## src/hdl/f32f16_pkg.sv

```systemverilog
// Package for the binary32/binary16 converter: mode codes and format constants.
// No dependencies.
`default_nettype none
package f32f16_pkg;
  typedef enum logic {
    MODE_NARROW = 1'b0,
    MODE_WIDEN  = 1'b1
  } mode_t;

  localparam logic [15:0] HalfInf    = 16'h7C00;
  localparam logic [15:0] HalfQuiet  = 16'h0200;
  localparam logic [31:0] SingleInf  = 32'h7F800000;
endpackage
`default_nettype wire

```

## src/hdl/fp32_fp16_converter_unit.sv

```systemverilog
// Top level of the binary32/binary16 converter: a three-stage pipeline.
// Depends on f32f16_pkg.
//
// Pipeline: three register stages; out_valid rises once the accepted transaction
// has passed through stage 1 and stage 2 into stage 3.
// Throughput: one transaction per cycle unless out_ready stalls; each stage
// advances when empty or its successor advances; bubbles close up under a stall.
// Reset: synchronous, active low, clears the stage valid bits only.
`default_nettype none
module fp32_fp16_converter_unit (
  input  wire logic        clk,
  input  wire logic        rst_n,
  input  wire logic        in_valid,
  output      logic        in_ready,
  input  wire logic        in_mode,
  input  wire logic [31:0] in_operand,
  output      logic        out_valid,
  input  wire logic        out_ready,
  output      logic [31:0] out_result
);

  // A stall only holds back stages whose successor is full, so a bubble is
  // squeezed out and nothing is lost or repeated.
  logic v1_r, v2_r, v3_r;
  logic adv1, adv2, adv3;

  assign adv3     = !v3_r || out_ready;
  assign adv2     = !v2_r || adv3;
  assign adv1     = !v1_r || adv2;
  assign in_ready = adv1;

  // Stage 1 registers the raw transaction.
  logic        mode1_r;
  logic [31:0] op1_r;

  // Stage 2 holds the classified case and a pre-shifted mantissa.
  typedef enum logic [2:0] {
    K_ZERO, K_SPECIAL, K_SUB, K_NORM, K_WSUB, K_WNORM
  } kind_t;
  kind_t       kind2_r, kind2_nxt;
  logic [31:0] base2_r, base2_nxt;   // result before rounding
  logic        rnd2_r, rnd2_nxt;     // round bit to add

  // Stage 3 holds the final result.
  logic [31:0] res3_r, res3_nxt;

  // Stage 1 to stage 2: classify and shift.
  always_comb begin
    logic [7:0]  bexp;
    logic [22:0] mant;
    logic [8:0]  e;
    logic [23:0] full;
    logic [4:0]  sh;
    logic [4:0]  hexp;
    logic [9:0]  hm;
    logic [15:0] sgn;
    kind2_nxt = K_ZERO;
    sgn       = '0;
    base2_nxt = '0;
    rnd2_nxt  = 1'b0;
    bexp = op1_r[30:23];
    mant = op1_r[22:0];
    e    = {1'b0, bexp} - 9'd112;
    full = {1'b1, mant};
    sh   = 5'd0;
    hexp = op1_r[14:10];
    hm   = op1_r[9:0];
    if (mode1_r == f32f16_pkg::MODE_NARROW) begin
      sgn = {op1_r[31], 15'd0};
      if (bexp == 8'hFF) begin
        kind2_nxt = K_SPECIAL;
        base2_nxt = {16'd0, sgn | f32f16_pkg::HalfInf
                     | ((mant != 23'd0) ? f32f16_pkg::HalfQuiet : 16'd0)};
      end else if (bexp >= 8'd143) begin
        kind2_nxt = K_SPECIAL;
        base2_nxt = {16'd0, sgn | f32f16_pkg::HalfInf};
      end else if (bexp <= 8'd112) begin
        if (bexp < 8'd102) begin
          kind2_nxt = K_SPECIAL;
          base2_nxt = {16'd0, sgn};
        end else begin
          // Shift is 14 - e = 126 - bexp, between 14 and 24.
          kind2_nxt = K_SUB;
          sh        = 5'(8'd126 - bexp);
          base2_nxt = {16'd0, sgn | 16'(full >> sh)};
          rnd2_nxt  = full[sh - 5'd1];
        end
      end else begin
        kind2_nxt = K_NORM;
        base2_nxt = {16'd0, sgn | {1'b0, e[4:0], mant[22:13]}};
        rnd2_nxt  = mant[12];
      end
    end else begin
      if (hexp == 5'd0) begin
        kind2_nxt = (hm == 10'd0) ? K_ZERO : K_WSUB;
        base2_nxt = {op1_r[15], 21'd0, hm};
      end else if (hexp == 5'h1F) begin
        kind2_nxt = K_SPECIAL;
        base2_nxt = {op1_r[15], 31'd0} | f32f16_pkg::SingleInf | {9'd0, hm, 13'd0};
      end else begin
        kind2_nxt = K_WNORM;
        base2_nxt = {op1_r[15], 8'(hexp + 8'd112), hm, 13'd0};
      end
    end
  end

  // Stage 2 to stage 3: round or renormalise.
  always_comb begin
    logic [9:0] m;
    logic [3:0] lz;
    logic [9:0] ms;
    m  = base2_r[9:0];
    lz = 4'd0;
    for (int i = 9; i >= 0; i--) begin
      if (m[i] && lz == 4'd0) lz = 4'(10 - i);
    end
    ms = m << lz;
    case (kind2_r)
      K_SUB, K_NORM: res3_nxt = {16'd0, base2_r[15:0] + {15'd0, rnd2_r}};
      K_ZERO:        res3_nxt = {base2_r[31], 31'd0};
      K_WSUB:        res3_nxt = {base2_r[31], 8'(8'd113 - {4'd0, lz}), ms, 13'd0};
      default:       res3_nxt = base2_r;
    endcase
  end

  always_ff @(posedge clk) begin
    if (!rst_n) begin
      v1_r <= 1'b0;
      v2_r <= 1'b0;
      v3_r <= 1'b0;
    end else begin
      if (adv1) v1_r <= in_valid;
      if (adv2) v2_r <= v1_r;
      if (adv3) v3_r <= v2_r;
    end
    if (adv1 && in_valid) begin
      mode1_r <= in_mode;
      op1_r   <= in_operand;
    end
    if (adv2 && v1_r) begin
      kind2_r <= kind2_nxt;
      base2_r <= base2_nxt;
      rnd2_r  <= rnd2_nxt;
    end
    if (adv3 && v2_r) res3_r <= res3_nxt;
  end

  assign out_valid  = v3_r;
  assign out_result = res3_r;

  // A held result must not change while waiting.
  a_hold: assert property (@(posedge clk) disable iff (!rst_n)
    out_valid && !out_ready |=> out_valid && $stable(out_result))
    else $error("result changed under stall");
  // An accepted input reaches stage 1 on the next edge.
  a_enter: assert property (@(posedge clk) disable iff (!rst_n)
    in_valid && in_ready |=> v1_r)
    else $error("accepted transaction lost");
  // A narrowing result never sets the upper half; checked here for the normal case.
  a_upper: assert property (@(posedge clk) disable iff (!rst_n)
    adv3 && v2_r && kind2_r == K_NORM |=> out_result[31:16] == 16'd0)
    else $error("narrow result has upper bits");

endmodule
`default_nettype wire
```

## config.mk

```make
export PLATFORM = sky130hd
export DESIGN_NAME = fp32_fp16_converter_unit
export DESIGN_NICKNAME = d
export VERILOG_FILES = /design/src/hdl/f32f16_pkg.sv /design/src/hdl/fp32_fp16_converter_unit.sv
export SDC_FILE = /design/constraint.sdc
export NUM_CORES = 1
export LEC_CHECK = 0
export ABC_AREA = 1
export BUFFER_PORTS_ARGS = -buffer_cell sky130_fd_sc_hd__buf_2
export CORE_UTILIZATION = 43
export CTS_BUF_LIST = sky130_fd_sc_hd__clkbuf_16
export DETAILED_ROUTE_END_ITERATION = 8
export SYNTH_ARGS = -nofsm -noshare
export SYNTH_HDL_FRONTEND = slang
export SYNTH_SLANG_ARGS = --single-unit
export TNS_END_PERCENT = 20
```

## constraint.sdc

```tcl
create_clock -name clk -period 6.4 [get_ports clk]
set_input_delay 0.96 -clock clk [delete_from_list [all_inputs] [get_ports clk]]
set_output_delay 0.96 -clock clk [all_outputs]
set_load 0.01 [all_outputs]
```

After elaboration in Yosys (flattened, before gate mapping)
Index checks and enable logic that the tools add are counted.

Add/sub/neg operators: 6. Magnitude comparators: 4. Equal/unequal tests: 5. Shift operators: 2. Multiplexer cells: 31. Bitwise gates (word level): 4. Reduce and logical (&&, ||, !) cells: 33.

Operator list (number): $mux 32 (6); $pmux 32 s3 (1); $logic_not 4->1 (9); $mux 4 (9); $or 32x23->32 (1); $shr 24x5->16 (1); $reduce_bool 23->1 (1); $mux 3 (7); $add 16x1->16 (1); $mux 16 (1); $or 16x10->16 (1); $or 16x15->16 (1); $or 16x16->16 (1); $logic_and 1x1->1 (12); $logic_not 10->1 (1); $mux 10 (1); $shl 10x4->10 (1); $add 5x7->8 const B (1); $eq 8x8->1 const B (1); $ge 8x8->1 const B (1); $le 8x7->1 const B (1); $lt 8x7->1 const B (1); $sub 7x4->8 const A (1); $eq 3x2->1 const B (2); 15 further kinds (22).

Register bits: 104. Input bits: 37. Output and inout port bits: 34. Word-level logic and storage cells: 94.

Depth between registers and ports, before layout
Word-level depth: 30. Depth in mapped cells: 19. Mapped depth without buffers: 18.

Worst setup path after synthesis
OpenSTA, ideal clock, no wires.

Path kind: input to register. From: input port out_ready. To: register res3_r[0], in the netlist out_result[0] (enable). Library setup time: 429 ps. Arrival time: 2526 ps. Data required time: 5971 ps. Slack: 3445 ps. Stages: 2. Path buffers: 0. Cells stage by stage: inv_1 a21oi_1.

Word-level cells in the longest chain between the ends: 2.

Ends and longest elaborated chain: start: declaration (line fp32_fp16_converter_unit.sv:18) `input wire logic out_ready,`; $logic_or 1x1->1 (line fp32_fp16_converter_unit.sv:27) `assign adv3 = !v3_r || out_ready;`; $logic_and 1x1->1 (line fp32_fp16_converter_unit.sv:145) `if (adv3 && v2_r) res3_r <= res3_nxt;`; end signal: assignment (line fp32_fp16_converter_unit.sv:145); end: declaration (line fp32_fp16_converter_unit.sv:45) `logic [31:0] res3_r, res3_nxt;`.

Every way passes these cells. A chain may end at the register's enable or synchronous reset.

Final worst setup path
From: register op1_r[23]. To: register base2_r[0] (data pin).

Word-level cells in the longest chain between the ends: 8. Elaborated cells between the ends (all ways): 12. Those cells by class: add/sub (1); order compare (3); eq/ne (1); shift (1); mux (5); bitwise (1).

Ends and longest elaborated chain: start: declaration (line fp32_fp16_converter_unit.sv:34) `logic [31:0] op1_r;`; start signal: assignment (line fp32_fp16_converter_unit.sv:138) `op1_r <= in_operand;`; $sub 5x5->5 (line fp32_fp16_converter_unit.sv:84) `sh = 5'(8'd126 - bexp);`; $shr 24x5->16 (line fp32_fp16_converter_unit.sv:85) `base2_nxt = {16'd0, sgn | 16'(full >> sh)};`; $or 16x16->16 (line fp32_fp16_converter_unit.sv:85); $mux 16 (line fp32_fp16_converter_unit.sv:78) `if (bexp < 8'd102) begin`; $mux 32 (line fp32_fp16_converter_unit.sv:77) `end else if (bexp <= 8'd112) begin`; $mux 32 (line fp32_fp16_converter_unit.sv:74) `end else if (bexp >= 8'd143) begin`; $mux 32 (*) (line fp32_fp16_converter_unit.sv:70) `if (bexp == 8'hFF) begin`; $mux 32 (*) (line fp32_fp16_converter_unit.sv:68) `if (mode1_r == f32f16_pkg::MODE_NARROW) begin`; net base2_nxt[0] (line fp32_fp16_converter_unit.sv:41) `logic [31:0] base2_r, base2_nxt;`; end signal: assignment (line fp32_fp16_converter_unit.sv:142) `base2_r <= base2_nxt;`; end: declaration (line fp32_fp16_converter_unit.sv:41).

Mark *: on every way through the listed nets, which the timed path passes. The rest lies on a longest branch.

==> impl_metrics.env <==
export IMPL_insertion_delay_ns=0.36
export IMPL_number_of_enable_flip_flop_cells_after_synthesis=98
export IMPL_dp_worst_setup_slack_ns=2.66
export IMPL_max_slew_worst_pin_slew_ns=0.965
export IMPL_num_vias=5350
export IMPL_setup_ws_ns=2.66
export IMPL_synthesis_area_per_instance_um2=8.22
export IMPL_first_pass_iters=6
export IMPL_vias_in_the_first_global_route=5099
export IMPL_whs_path_depth=2
export IMPL_fin_crit_ns=3.74
export IMPL_fmaxAchievable_mhz=267
export IMPL_totalNegativeSetupSlack_ns=0
export IMPL_synth_net_count=788
export IMPL_async_flop_share_pct=0
export IMPL_rows=43
export IMPL_timing_setup_critical_path_class="register to register"
export IMPL_setup_violations_final=0
export IMPL_skew_ns=0.0112
export IMPL_cp_required_ns=6.49
export IMPL_type_of_the_most_critical_hold_path="register to register"
export IMPL_cp_max_fanout=49
export IMPL_wire_per_inst_um=17.5
export IMPL_number_of_cells_produced_by_synthesis=743
export IMPL_synth_top_area_share_pct=48.2
export IMPL_post_synth_top_area_cell="edfxtp_1"
export IMPL_drcViolationCount=0
export IMPL_post_detail_place_hpwl_um=13100
export IMPL_tritoncts_clock_tree="yes"
export IMPL_clockBufferDepth=2
export IMPL_cts_clk_slew_worst_paths_ns=0.07
export IMPL_floorplan_initialDensity_pct=44.0
export IMPL_reg2reg_depth=12
export IMPL_cts_post_setup_buffers_inserted=0
export IMPL_arrival_ns=3.83
export IMPL_final_antenna_net_count=0
export IMPL_static_leakage_power_nw=2.93
export IMPL_timing_final_crit_share_pct=58.5
export IMPL_antenna_diode_count=0
export IMPL_core_area_mm2=0.0139
export IMPL_global_route_overflow_total=0
export IMPL_peakVddDrop_uv=110
export IMPL_placement_cell_area_mm2=0.00660
export IMPL_cts_repair_resized=0
export IMPL_die_height_um=121
export IMPL_finalNetCount=847
export IMPL_postRouteWirelength_um=17200
export IMPL_grt_setup_unrepaired="false"
export IMPL_ys_top_cells_by_area="edfxtp_1 (48%), nand2_1 (12%), o21ai_0 (7.0%)"
export IMPL_slew_headroom_pct=35.5
export IMPL_clock_sinks=101
export IMPL_place_gp_congestion=0.983
export IMPL_fin_area_mm2=0.00692
export IMPL_number_of_buffers_created_by_cts=9
export IMPL_timing_hold_violations_final=0
export IMPL_clockRootBuffer="clkbuf_16"
export IMPL_slew_violations=0
export IMPL_power_density_mw_per_mm2=235
export IMPL_cts_hold_repair_buffers=0
export IMPL_place_port_buffers=70
export IMPL_yosys_cell_types_count=52
export IMPL_wire_length_of_the_first_global_routing_pass_um=26800
export IMPL_design_portCount=71
export IMPL_design_die_area_mm2=0.0147
export IMPL_postSynthRegisterBits=101
export IMPL_die_w_um=121
export IMPL_ys_dominant_reg_cell="edfxtp_1"
export IMPL_post_synth_top_count_cell="nand2_1"
export IMPL_post_synth_instance_area_mm2=0.00611
export IMPL_synth_yosys_seq_area_share_pct=49.2
export IMPL_globalRouteTotalUtil_pct=24.3
export IMPL_run_status="finished clean"
export IMPL_largest_net_degree_at_the_start_of_global_routing=50
export IMPL_via_per_inst=5.42
export IMPL_end_kind="register"
export IMPL_htree_num_levels=3
export IMPL_ys_warn_count=0
export IMPL_syn_to_final_growth_pct=13.3
export IMPL_layout_drive_gt1_share_pct=14.9
export IMPL_antenna_found_initial=0
export IMPL_maximum_capacitance_violations=0
export IMPL_drtIter0Drc=452
export IMPL_yosys_top_cells_count="nand2_1 (198), edfxtp_1 (98), o21ai_0 (86)"
export IMPL_critical_path_launch_point_type="register"
## state kept, by name, summed over array words and instances (netlist names)
register	flops
op1_r	32
base2_r	30
rnd2_r	1
v1_r	1
out_valid	1
mode1_r	1
out_result	31
v2_r	1
kind2_r	3
## metal layers
metal / track usage (%) / part of all wire [%]
met1: 30.5 / 44
met2: 40.9 / 49
met3: 2.77 / 3.5
met4: 12.9 / 3.8
met5: 0 / 0
## layout by cell type, fill, tap and decap left out, types with 6 or more instances in the layout
cell | Yosys | layout
nor3_1 | 6 | 6
nor2_1 | 60 | 60
o211ai_1 | 9 | 9
a21oi_1 | 30 | 29
nand3_1 | 33 | 33
nand2_1 | 198 | 198
nand4_1 | 14 | 14
buf_2 | 6 | 70
inv_1 | 83 | 83
o22ai_1 | 12 | 12
ha_1 | 8 | 8
edfxtp_1 | 98 | 98
o21ai_0 | 86 | 86
clkbuf_16 | 0 | 9
inv_2 | 7 | 7
o21ai_1 | 6 | 6
## layout make-up
class	instances	area, um2
clock buffers	9	225
clock inverters	7	91.3
fillers	1385	6960
inverters	92	345
multi-input cells	524	2650
flip-flops and latches	101	3000
well taps	180	225
repair buffers	74	380
## critical path, stage by stage, from the launching register on
cell	delay [ns]
edfxtp_1	0.32
buf_4	0.37
inv_2	0.21
ha_1	0.85
inv_1	0.53
or2_2	0.41
o21ai_0	0.11
mux2i_1	0.14
o22ai_1	0.15
a22o_1	0.14
o21ai_0	0.07
nand2_1	0.08
o21ai_0	0.09
## through the flow
stage | util (%) | std cells | hold slack (ns) | power, W
CTS | 49.8 | 987 | 0.493 | 0.00163
detailed placement | 47.5 | 971 | 0.482 | 0.00106
global placement | 47.5 | 971 | 0.468 | 0.00105
global route | 49.8 | 987 | 0.519 | 0.00169
finish | 49.8 | 987 | 0.489 | 0.00162
floorplan | - | 743 | 0.454 | 0.000972
## cells by family (layout without fill, tap and decap cells)
logic type	Yosys count	after routing	share of synthesized area (%)
mux	4	4	0.656
xor+xnor	5	5	0.717
fa+ha+maj	8	8	1.64
simple gates	335	335	23.7
buf+inv	118	182	7.68
flops	101	101	49.2
compound gates	172	172	16.5
## where the power goes
group | switching (W) | internal [W] | total (W)
logic | 0.000184 | 0.0000799 | 0.000264
registers | 0.0000211 | 0.000759 | 0.000780
clock network | 0.000266 | 0.000313 | 0.000579
total | 0.000471 | 0.00115 | 0.00162
## worst paths after layout
| kind | startpoint | slack, ns | end |
|---|---|---|---|
| worst min-delay path | v1_r | 0.49 | v2_r |
| worst min register to register | v1_r | 0.49 | v2_r |
| worst max register to register | op1_r[23] | 2.66 | base2_r[0] |
| worst max-delay path | op1_r[23] | 2.66 | base2_r[0] |
(Power assumes the default switching activity.)
